--- config.mk ---
export PLATFORM = sky130hd
export DESIGN_NAME = glyph_bitmap_stride_repacker_flat
export DESIGN_NICKNAME = d
export VERILOG_FILES = /design/src/rtl/gbsr_pkg.sv /design/src/rtl/gbsr_req_if.sv /design/src/rtl/gbsr_rsp_if.sv /design/src/rtl/gbsr_csr_if.sv /design/src/rtl/gbsr_planner.sv /design/src/rtl/gbsr_emitter.sv /design/src/rtl/glyph_bitmap_stride_repacker.sv /design/src/flat_wrapper.sv
export SDC_FILE = /design/constraint.sdc
export NUM_CORES = 1
export LEC_CHECK = 0
export BUFFER_PORTS_ARGS = -buffer_cell sky130_fd_sc_hd__buf_4
export CORE_MARGIN = 4
export CORE_UTILIZATION = 57
export CTS_CLUSTER_SIZE = 16
export DETAILED_ROUTE_END_ITERATION = 7
export GPL_TIMING_DRIVEN = 0
export PLACE_DENSITY = 0.76
export RECOVER_POWER = 50
export SLEW_MARGIN = 20
export SYNTH_ARGS = -nofsm -noshare
export SYNTH_HDL_FRONTEND = slang
export SYNTH_SLANG_ARGS = --single-unit
--- constraint.sdc ---
create_clock -name clock -period 8.6 [get_ports clock]
set_input_delay 1.29 -clock clock [delete_from_list [all_inputs] [get_ports clock]]
set_output_delay 1.29 -clock clock [all_outputs]
set_load 0.03 [all_outputs]
--- src/rtl/gbsr_pkg.sv ---
package gbsr_pkg;

   // Destination rows are padded to a multiple of this many bytes.
   localparam int DST_ALIGN = 4;
   localparam int PAD_W     = (DST_ALIGN > 1) ? $clog2(DST_ALIGN) : 1;
   localparam int MAX_ALIGN = 16;
   localparam int CSR_IDX_W = 4;
   localparam int CSR_DAT_W = 8;

   typedef enum logic [CSR_IDX_W-1:0] {
      CSR_GLYPH_WIDTH  = 4'd0,
      CSR_GLYPH_HEIGHT = 4'd1,
      CSR_BPP_CODE     = 4'd2,
      CSR_SRC_ALIGN    = 4'd3
   } csr_index_type;

   typedef enum logic [1:0] {
      BPP_1 = 2'd0,
      BPP_2 = 2'd1,
      BPP_4 = 2'd2,
      BPP_8 = 2'd3
   } bpp_type;

   typedef struct packed {
      logic [7:0] glyph_width;
      logic [7:0] glyph_height;
      bpp_type    bpp_code;
      logic [4:0] src_align;
   } cfg_type;

   typedef struct packed {
      logic [7:0] out_col;
      logic [7:0] src_col;
      logic [7:0] row_index;
      logic       nibble_phase;
      logic [3:0] held_nibble;
      logic [3:0] align_phase;
   } pos_type;

   // Up to two data bytes per input beat; each may close a row, which is then
   // followed by pad zero bytes.
   typedef struct packed {
      logic             d0_valid;
      logic [7:0]       d0;
      logic             end0;
      logic             glyph0;
      logic             d1_valid;
      logic [7:0]       d1;
      logic             end1;
      logic             glyph1;
      logic [PAD_W-1:0] pad;
   } plan_type;

endpackage

--- src/rtl/gbsr_req_if.sv ---
interface gbsr_req_if;
   logic       valid;
   logic       ready;
   logic [7:0] src_byte;

   modport source (output valid, output src_byte, input ready);
   modport sink (input valid, input src_byte, output ready);
endinterface

--- src/rtl/gbsr_rsp_if.sv ---
interface gbsr_rsp_if;
   logic       valid;
   logic       ready;
   logic [7:0] dst_byte;
   logic       row_last;
   logic       glyph_last;

   modport source (output valid, output dst_byte, output row_last, output glyph_last,
                   input ready);
   modport sink (input valid, input dst_byte, input row_last, input glyph_last,
                 output ready);
endinterface

--- src/rtl/gbsr_csr_if.sv ---
interface gbsr_csr_if;
   logic                                    valid;
   logic                                    ready;
   gbsr_pkg::csr_index_type                 index;
   logic [gbsr_pkg::CSR_DAT_W-1:0]          data;

   modport source (output valid, output index, output data, input ready);
   modport sink (input valid, input index, input data, output ready);
endinterface

--- src/rtl/gbsr_planner.sv ---
module gbsr_planner (
   input  logic               clock,
   input  logic               reset,
   input  gbsr_pkg::cfg_type  cfg,
   input  logic               clear,
   input  logic               advance,
   input  logic [7:0]         src_byte,
   output gbsr_pkg::plan_type plan
);
   import gbsr_pkg::*;

   pos_type    pos_ff;
   pos_type    pos_in;
   pos_type    pos_nx;

   logic [10:0] bits;
   logic [7:0]  natural;
   logic [9:0]  dst_stride;
   logic [4:0]  align;
   logic [7:0]  half;
   logic [7:0]  r1;
   logic [7:0]  r2;
   logic        last1;
   logic        last2;
   logic        empty;
   logic        nibble_mode;
   logic        simple_stride;
   logic [8:0]  sc1;
   logic [7:0]  oc1;
   logic        glyph_done;
   logic        wrap;
   logic        phase_top;

   assign bits          = {3'b000, cfg.glyph_width} << cfg.bpp_code;
   assign natural       = 8'((bits + 11'd7) >> 3);
   assign dst_stride    = ((10'(natural) + 10'(DST_ALIGN - 1)) / 10'(DST_ALIGN))
                          * 10'(DST_ALIGN);
   assign align         = (cfg.src_align > 5'(MAX_ALIGN)) ? 5'(MAX_ALIGN) : cfg.src_align;
   assign half          = {1'b0, cfg.glyph_width[7:1]};
   assign r1            = pos_ff.row_index + 8'd1;
   assign r2            = pos_ff.row_index + 8'd2;
   assign last1         = r1 >= cfg.glyph_height;
   assign last2         = r2 >= cfg.glyph_height;
   assign empty         = (cfg.glyph_height == 8'd0) || (natural == 8'd0);
   // Odd-width 4bpp rows packed without gaps share a byte between rows.
   assign nibble_mode   = (align == 5'd0) && (cfg.bpp_code == BPP_4) && cfg.glyph_width[0];
   assign simple_stride = (cfg.bpp_code == BPP_8) || (align <= 5'd1);
   assign sc1           = {1'b0, pos_ff.src_col} + 9'd1;
   assign oc1           = pos_ff.out_col + 8'd1;
   assign phase_top     = {1'b0, pos_ff.align_phase} == (align - 5'd1);
   assign wrap          = (sc1 >= {1'b0, natural}) && (simple_stride || phase_top);

   always_comb begin
      plan       = '0;
      plan.pad   = PAD_W'(dst_stride - 10'(natural));
      pos_nx     = pos_ff;
      glyph_done = 1'b0;
      if (!empty) begin
         if (nibble_mode) begin
            if (!pos_ff.nibble_phase) begin
               plan.d0_valid = 1'b1;
               if (pos_ff.out_col < half) begin
                  plan.d0        = src_byte;
                  pos_nx.out_col = oc1;
               end else begin
                  plan.d0            = {src_byte[7:4], 4'h0};
                  plan.end0          = 1'b1;
                  pos_nx.held_nibble = src_byte[3:0];
                  if (last1) begin
                     plan.glyph0 = 1'b1;
                     pos_nx      = '0;
                  end else begin
                     pos_nx.row_index    = r1;
                     pos_nx.out_col      = 8'd0;
                     pos_nx.nibble_phase = 1'b1;
                     // A one-pixel row: the low nibble alone makes the next row.
                     if (half == 8'd0) begin
                        plan.d1_valid       = 1'b1;
                        plan.d1             = {src_byte[3:0], 4'h0};
                        plan.end1           = 1'b1;
                        pos_nx.nibble_phase = 1'b0;
                        if (last2) begin
                           plan.glyph1 = 1'b1;
                           pos_nx      = '0;
                        end else begin
                           pos_nx.row_index = r2;
                        end
                     end
                  end
               end
            end else begin
               plan.d0_valid      = 1'b1;
               plan.d0            = {pos_ff.held_nibble, src_byte[7:4]};
               pos_nx.held_nibble = src_byte[3:0];
               pos_nx.out_col     = oc1;
               if (oc1 >= half) begin
                  plan.d1_valid       = 1'b1;
                  plan.d1             = {src_byte[3:0], 4'h0};
                  plan.end1           = 1'b1;
                  pos_nx.nibble_phase = 1'b0;
                  if (last1) begin
                     plan.glyph1 = 1'b1;
                     pos_nx      = '0;
                  end else begin
                     pos_nx.row_index = r1;
                     pos_nx.out_col   = 8'd0;
                  end
               end
            end
         end else begin
            if (pos_ff.src_col < natural) begin
               plan.d0_valid  = 1'b1;
               plan.d0        = src_byte;
               pos_nx.out_col = sc1[7:0];
               if (sc1 == {1'b0, natural}) begin
                  plan.end0 = 1'b1;
                  if (last1) begin
                     plan.glyph0 = 1'b1;
                     glyph_done  = 1'b1;
                  end else begin
                     pos_nx.row_index = r1;
                     pos_nx.out_col   = 8'd0;
                  end
               end
            end
            if (glyph_done) begin
               pos_nx = '0;
            end else if (wrap) begin
               pos_nx.src_col     = 8'd0;
               pos_nx.align_phase = 4'd0;
            end else begin
               pos_nx.src_col     = sc1[7:0];
               pos_nx.align_phase = phase_top ? 4'd0 : pos_ff.align_phase + 4'd1;
            end
         end
      end
   end

   always_comb begin
      pos_in = pos_ff;
      if (clear) begin
         pos_in = '0;
      end else if (advance) begin
         pos_in = pos_nx;
      end
   end

   always_ff @(posedge clock) begin
      if (reset) begin
         pos_ff <= '0;
      end else begin
         pos_ff <= pos_in;
      end
   end

endmodule

--- src/rtl/gbsr_emitter.sv ---
module gbsr_emitter (
   input  logic               clock,
   input  logic               reset,
   input  logic               load_valid,
   input  gbsr_pkg::plan_type plan,
   output logic               take,
   gbsr_rsp_if.source         rsp_bus
);
   import gbsr_pkg::*;

   plan_type         plan_ff;
   plan_type         plan_in;
   logic             busy_ff;
   logic             busy_in;
   logic             slot_ff;
   logic             slot_in;
   logic             pad_mode_ff;
   logic             pad_mode_in;
   logic [PAD_W-1:0] pad_left_ff;
   logic [PAD_W-1:0] pad_left_in;

   logic             cur_end;
   logic             cur_glyph;
   logic [7:0]       cur_byte;
   logic             more_slot;
   logic             pad_last;
   logic             pad_follows;
   logic             item_last;
   logic             beat;

   assign cur_end     = slot_ff ? plan_ff.end1   : plan_ff.end0;
   assign cur_glyph   = slot_ff ? plan_ff.glyph1 : plan_ff.glyph0;
   assign cur_byte    = slot_ff ? plan_ff.d1     : plan_ff.d0;
   assign more_slot   = !slot_ff && plan_ff.d1_valid;
   assign pad_last    = pad_left_ff == PAD_W'(1);
   assign pad_follows = cur_end && (plan_ff.pad != '0);
   assign item_last   = pad_mode_ff ? (pad_last && !more_slot) : (!more_slot && !pad_follows);
   assign beat        = busy_ff && rsp_bus.ready;
   assign take        = load_valid && (!busy_ff || (beat && item_last));

   always_comb begin
      rsp_bus.valid = busy_ff;
      if (pad_mode_ff) begin
         rsp_bus.dst_byte   = 8'h00;
         rsp_bus.row_last   = pad_last;
         rsp_bus.glyph_last = pad_last && cur_glyph;
      end else begin
         rsp_bus.dst_byte   = cur_byte;
         rsp_bus.row_last   = cur_end && !pad_follows;
         rsp_bus.glyph_last = cur_end && !pad_follows && cur_glyph;
      end
   end

   always_comb begin
      plan_in     = plan_ff;
      busy_in     = busy_ff;
      slot_in     = slot_ff;
      pad_mode_in = pad_mode_ff;
      pad_left_in = pad_left_ff;
      if (take) begin
         // A beat that only skips source padding never occupies the output.
         plan_in     = plan;
         busy_in     = plan.d0_valid;
         slot_in     = 1'b0;
         pad_mode_in = 1'b0;
         pad_left_in = plan.pad;
      end else if (beat) begin
         if (item_last) begin
            busy_in = 1'b0;
         end
         if (pad_mode_ff) begin
            if (pad_last) begin
               pad_mode_in = 1'b0;
               slot_in     = 1'b1;
            end else begin
               pad_left_in = pad_left_ff - PAD_W'(1);
            end
         end else if (pad_follows) begin
            pad_mode_in = 1'b1;
            pad_left_in = plan_ff.pad;
         end else begin
            slot_in = 1'b1;
         end
      end
   end

   always_ff @(posedge clock) begin
      if (reset) begin
         busy_ff     <= 1'b0;
         slot_ff     <= 1'b0;
         pad_mode_ff <= 1'b0;
         pad_left_ff <= '0;
      end else begin
         busy_ff     <= busy_in;
         slot_ff     <= slot_in;
         pad_mode_ff <= pad_mode_in;
         pad_left_ff <= pad_left_in;
      end
   end

   always_ff @(posedge clock) begin
      plan_ff <= plan_in;
   end

endmodule

--- src/rtl/glyph_bitmap_stride_repacker.sv ---
// Glyph bitmap stride repacker.
// req_bus carries the source bitmap of a glyph, one byte per beat; rsp_bus returns
// the bitmap with every row padded by zero bytes to a multiple of DST_ALIGN bytes,
// with row_last on the final padded byte of each row and glyph_last on the final
// byte of the glyph. Source row padding is read and dropped. csr_bus writes the
// glyph width, height, bits per pixel and source alignment; it is always ready,
// and a write to one of these four registers returns the position to the start
// of a glyph. Write it only while no beat is in flight.
// The first result of a source byte is offered once the byte has passed the input
// register and been loaded into the output sequencer. A source byte yields no beat,
// one beat, or up to 2*DST_ALIGN beats when it ends one or two rows. While rsp_bus
// is ready, the input register takes a byte every cycle and the output emits one
// beat a cycle, so the sustained rate is one byte per cycle for bytes that yield at
// most one beat; a byte that ends a row holds the input until the output sequencer
// has played out its padding. When rsp_bus stalls, the current beat holds and one
// further source byte is taken into the input register before req_bus.ready falls.
// Reset empties the pipeline, clears the position and sets the registers to
// width 0, height 0, 4 bits per pixel, source alignment 1.
module glyph_bitmap_stride_repacker (
   input  logic      clock,
   input  logic      reset,
   gbsr_req_if.sink  req_bus,
   gbsr_rsp_if.source rsp_bus,
   gbsr_csr_if.sink  csr_bus
);
   import gbsr_pkg::*;

   cfg_type    cfg_ff;
   cfg_type    cfg_in;
   logic       in_valid_ff;
   logic       in_valid_in;
   logic [7:0] in_byte_ff;
   logic [7:0] in_byte_in;
   logic       csr_write;
   logic       cfg_clear;
   logic       take;
   plan_type   plan;

   assign csr_bus.ready = 1'b1;
   assign csr_write     = csr_bus.valid && csr_bus.ready;
   assign req_bus.ready = !in_valid_ff || take;

   always_comb begin
      cfg_in    = cfg_ff;
      cfg_clear = 1'b0;
      if (csr_write) begin
         unique case (csr_bus.index)
            CSR_GLYPH_WIDTH: begin
               cfg_in.glyph_width = csr_bus.data;
               cfg_clear          = 1'b1;
            end
            CSR_GLYPH_HEIGHT: begin
               cfg_in.glyph_height = csr_bus.data;
               cfg_clear           = 1'b1;
            end
            CSR_BPP_CODE: begin
               cfg_in.bpp_code = bpp_type'(csr_bus.data[1:0]);
               cfg_clear       = 1'b1;
            end
            CSR_SRC_ALIGN: begin
               cfg_in.src_align = csr_bus.data[4:0];
               cfg_clear        = 1'b1;
            end
            default: begin
               cfg_clear = 1'b0;
            end
         endcase
      end
   end

   always_comb begin
      in_valid_in = in_valid_ff;
      in_byte_in  = in_byte_ff;
      if (req_bus.valid && req_bus.ready) begin
         in_valid_in = 1'b1;
         in_byte_in  = req_bus.src_byte;
      end else if (take) begin
         in_valid_in = 1'b0;
      end
   end

   always_ff @(posedge clock) begin
      if (reset) begin
         cfg_ff.glyph_width  <= 8'd0;
         cfg_ff.glyph_height <= 8'd0;
         cfg_ff.bpp_code     <= BPP_4;
         cfg_ff.src_align    <= 5'd1;
         in_valid_ff         <= 1'b0;
      end else begin
         cfg_ff      <= cfg_in;
         in_valid_ff <= in_valid_in;
      end
   end

   always_ff @(posedge clock) begin
      in_byte_ff <= in_byte_in;
   end

   gbsr_planner u_planner (
      .clock    (clock),
      .reset    (reset),
      .cfg      (cfg_ff),
      .clear    (cfg_clear),
      .advance  (take),
      .src_byte (in_byte_ff),
      .plan     (plan)
   );

   gbsr_emitter u_emitter (
      .clock      (clock),
      .reset      (reset),
      .load_valid (in_valid_ff),
      .plan       (plan),
      .take       (take),
      .rsp_bus    (rsp_bus)
   );

endmodule

--- src/flat_wrapper.sv ---
// flat-port wrapper written by rule: the top's interface ports become plain ports
module glyph_bitmap_stride_repacker_flat import gbsr_pkg::*;
  (clock, reset, req_bus_valid, req_bus_src_byte, req_bus_ready, rsp_bus_valid, rsp_bus_dst_byte, rsp_bus_row_last, rsp_bus_glyph_last, rsp_bus_ready, csr_bus_valid, csr_bus_index, csr_bus_data, csr_bus_ready);
  gbsr_req_if req_bus_i ();
  gbsr_rsp_if rsp_bus_i ();
  gbsr_csr_if csr_bus_i ();
  input  logic clock;
  input  logic reset;
  input wire logic [$bits(req_bus_i.valid)-1:0] req_bus_valid;
  input wire logic [$bits(req_bus_i.src_byte)-1:0] req_bus_src_byte;
  output wire logic [$bits(req_bus_i.ready)-1:0] req_bus_ready;
  output wire logic [$bits(rsp_bus_i.valid)-1:0] rsp_bus_valid;
  output wire logic [$bits(rsp_bus_i.dst_byte)-1:0] rsp_bus_dst_byte;
  output wire logic [$bits(rsp_bus_i.row_last)-1:0] rsp_bus_row_last;
  output wire logic [$bits(rsp_bus_i.glyph_last)-1:0] rsp_bus_glyph_last;
  input wire logic [$bits(rsp_bus_i.ready)-1:0] rsp_bus_ready;
  input wire logic [$bits(csr_bus_i.valid)-1:0] csr_bus_valid;
  input wire logic [$bits(csr_bus_i.index)-1:0] csr_bus_index;
  input wire logic [$bits(csr_bus_i.data)-1:0] csr_bus_data;
  output wire logic [$bits(csr_bus_i.ready)-1:0] csr_bus_ready;
  assign req_bus_i.valid = req_bus_valid;
  assign req_bus_i.src_byte = req_bus_src_byte;
  assign req_bus_ready = req_bus_i.ready;
  assign rsp_bus_valid = rsp_bus_i.valid;
  assign rsp_bus_dst_byte = rsp_bus_i.dst_byte;
  assign rsp_bus_row_last = rsp_bus_i.row_last;
  assign rsp_bus_glyph_last = rsp_bus_i.glyph_last;
  assign rsp_bus_i.ready = rsp_bus_ready;
  assign csr_bus_i.valid = csr_bus_valid;
  assign csr_bus_i.index = csr_bus_index;
  assign csr_bus_i.data = csr_bus_data;
  assign csr_bus_ready = csr_bus_i.ready;
  glyph_bitmap_stride_repacker u_core (.clock(clock), .reset(reset), .req_bus(req_bus_i), .rsp_bus(rsp_bus_i), .csr_bus(csr_bus_i));
endmodule
==> results.py <==
metrics = {
    "routing": {
        "vias_per_cell": 6.30,
        "wl_met2_um": 7720,
        "wl_um": 15800,
        "wl_met3_um": 994,
        "vias": 5579,
        "drtIter0Drc": 568,
        "wl_per_cell_um": 17.9,
        "wl_met1_um": 6760,
        "remaining_drc_errors": 0,
        "drtAntennaViolNets": 0,
        "dr.pass1.iters": 6,
        "top_layer_used": "met4",
    },
    "synthesis": {
        "synthTopCellsByArea": "dfxtp_1, edfxtp_1, ha_1",
        "synth_fp_nets": 776,
        "syn_avg_cell_area_um2": 8.69,
        "synth_area_um2": 6060,
        "ys_async_sr_fraction": 0,
        "yosys.area.top_type_share": 0.205,
        "synth-seq-area-share": 0.333,
        "netlist_instances": 698,
        "synthTopCellsByCount": "nor2_1, dfxtp_1, ha_1",
        "synth_cell_types": 72,
        "synth_top_cell_by_area": "dfxtp_1",
        "synth_edf_count": 26,
        "yosysMostFrequentCell": "nor2_1",
        "synth_ff_type": "dfxtp_1",
        "yosysWarnings": 0,
        "ys_ff_latch": 88,
    },
    "timing": {
        "relSlewSlack": 0.392,
        "slew_viol_final": 0,
        "finalCritPeriodShare": 0.595,
        "fin_crit_ns": 5.11,
        "max_freq_mhz": 196,
        "finClkSkew_ns": 0.0151,
        "tns_ns": 0,
        "setup_ws_ns": 3.49,
        "hold_viol": 0,
        "worst_pin_slew_ns": 0.912,
        "setup_violations": 0,
        "rsz0062_at_grt": "false",
    },
    "cts": {
        "postCtsResizedCells": 0,
        "cts_tree": "yes",
        "hold_buffers": 0,
        "clk_pin_slew_ns": 0.10,
        "htreeDepth": 3,
        "postCtsSetupBuffers": 0,
        "cts_buffers": 9,
        "clock_sinks": 88,
        "root_buffer": "clkbuf_8",
        "cts_buffer_depth": 2,
        "clk_latency_ns": 0.38,
    },
    "worst_setup_path": {
        "cp_max_fo": 10,
        "critPathLaunchType": "flip-flop",
        "critical_path_required_ns": 8.92,
        "critPathSlowestCell": "or4_1",
        "worstPathArrival_ns": 5.43,
        "critPathKind": "flip-flop to flip-flop",
        "crit_path_max_incr_delay_ns": 0.49,
        "worstSetupEndpointType": "flip-flop",
        "crit_chain": "clkbuf_1 > nor2_1 > o311ai_1 > and3_1 > and3_1 > clkbuf_1 > xor2_1 > a21oi_1 > a22oi_1 > ha_1 > and3_1 > nand3_1 > nor4b_1 > nor2b_1 > a21oi_1 > or2_1 > or4_1 > a21oi_1",
    },
    "layout": {
        "insertedDiodeCount": 0,
        "fillers": 878,
        "final_cell_area_um2": 6670,
        "drive_above_1_share": 0.0840,
        "fin_nets": 823,
        "area_growth_pct": 10.1,
    },
    "floorplan": {
        "num_rows": 37,
        "core_area_um2": 10300,
        "dieWidth_um": 111,
        "dieArea_um2": 12400,
        "io_pins": 38,
        "die_y_um": 111,
        "initial_core_util": 0.587,
    },
    "placed_design": {
        "placed_area_um2": 6500,
        "gp_congestion": 0.946,
        "dp_slack_ns": 3.63,
        "post-dp-hpwl_um": 12200,
        "portBuffers": 36,
    },
    "global_routing": {
        "gr-total-overflow": 0,
        "grt_pass1_wl_um": 26300,
        "grt_antenna_before_repair": 0,
        "gr-usage-all-layers": 0.258,
        "grt_start_max_net_pins": 23,
        "grt_pass1_vias": 5459,
    },
    "power": {
        "leakagePower_nw": 2.62,
        "powerDensity_nw_per_um2": 120,
        "irDropWorstVdd_mv": 0.0843,
    },
    "min_path": {
        "min-delay-path-class": "flip-flop to flip-flop",
    },
    "run": {
        "drv_cap": 0,
    },
    "outcome": {
        "status": "completed",
    },
}
[report_power, final]
part | switching, mW | internal (mW)
Combinational | 0.0499 | 0.0281
Sequential | 0.00550 | 0.435
Clock | 0.170 | 0.111
Total | 0.226 | 0.574
[sequential cells by signal, summed over array words and instances (netlist names)]
signal	cells
u_core.u_emitter.pad_left_ff	2
u_core.u_emitter.slot_ff	1
u_core.cfg_ff	23
u_core.u_emitter.rsp_bus.valid	1
u_core.u_emitter.plan_ff	18
u_core.u_emitter.pad_mode_ff	1
u_core.in_byte_ff	8
u_core.in_valid_ff	1
u_core.u_planner.pos_ff	33
[path summary, 6_finish.rpt]
| kind | from | to | slack, ns | cells past startpoint |
|---|---|---|---|---|
| max reg2reg | u_core.cfg_ff[16]$_SDFFE_PP0P_ | u_core.u_planner.pos_ff[12]$_SDFFE_PP0P_ | 3.49 | 18 |
| min reg2reg | u_core.u_planner.pos_ff[6]$_SDFFE_PP0P_ | u_core.u_planner.pos_ff[6]$_SDFFE_PP0P_ | 0.47 | 2 |
| min | u_core.u_planner.pos_ff[6]$_SDFFE_PP0P_ | u_core.u_planner.pos_ff[6]$_SDFFE_PP0P_ | 0.47 | 2 |
| max | u_core.cfg_ff[16]$_SDFFE_PP0P_ | u_core.u_planner.pos_ff[12]$_SDFFE_PP0P_ | 3.49 | 18 |
[per-layer routing]
metal | GRT usage | vias to the layer above
met5 | 0 | -
met4 | 0.0973 | 0
met3 | 0.0366 | 35
met2 | 0.439 | 214
met1 | 0.332 | 2663
li1 | - | 2667
[stage by stage]
| step | hold WS (ns) | utilization | instances | power, mW |
|---|---|---|---|---|
| 4_1_cts | 0.470 | 0.648 | 886 | 0.801 |
| 2_1_floorplan | 0.436 | - | 698 | 0.496 |
| 5_1_grt | 0.503 | 0.646 | 886 | 0.829 |
| 3_3_place_gp | 0.448 | 0.630 | 870 | 0.524 |
| 6_report | 0.473 | 0.646 | 886 | 0.799 |
| 3_5_place_dp | 0.456 | 0.630 | 870 | 0.527 |
[final cells by class]
class                   instances  area [µm²]  share of cell area
plain buffers                  37         163              0.0244
clock buffers                   9         124              0.0186
clock inverters                 7        61.3             0.00919
inverters                      36         135              0.0202
multi-input cells             537        3740               0.561
flip-flops and latches         88        2020               0.303
well taps                     136         170              0.0255
repair buffers                 36         255              0.0382
[layout by cell type (no fill, tap or decap), types with 3 or more instances in the layout]
master / n
or4_1: 4
nor4_1: 8
a221o_1: 3
o311ai_0: 3
o21a_1: 3
a211oi_1: 7
o31a_1: 3
nand2_1: 52
nand4_1: 9
buf_4: 26
clkbuf_1: 33
nor2_1: 74
xnor2_1: 20
nand2b_1: 5
nand4b_1: 4
clkbuf_4: 9
xor2_1: 12
and3_1: 10
and4_1: 6
a31oi_1: 7
edfxtp_1: 26
nand3_1: 28
ha_1: 53
a22oi_1: 9
dfxtp_1: 62
clkbuf_8: 9
o21ai_0: 31
a21oi_1: 41
and2_1: 13
buf_2: 4
inv_1: 36
a21o_1: 6
nor3_1: 15
mux2i_1: 34
o31ai_1: 6
o211a_1: 3
o311a_1: 3
a221oi_1: 11
nor2b_1: 9
[worst max-delay path, delay by kind of cell (launching register included)]
family,cells,cell delay [ns]
AND/OR/NAND/NOR,9,2.52
adder cells (fa/ha/maj),1,0.21
AO/OA/AOI/OAI,5,1.20
XOR/XNOR,1,0.18
flip-flops,1,0.39
buffers and inverters,2,0.55
[logic make-up after synthesis]
family	synth area share
AO/OA/AOI/OAI	0.181
XOR/XNOR	0.0499
adder cells (fa/ha/maj)	0.109
buffers and inverters	0.0491
flip-flops	0.333
multiplexers	0.0704
other	0.000618
AND/OR/NAND/NOR	0.207
Note: power is estimated with default switching activity, not from simulation.
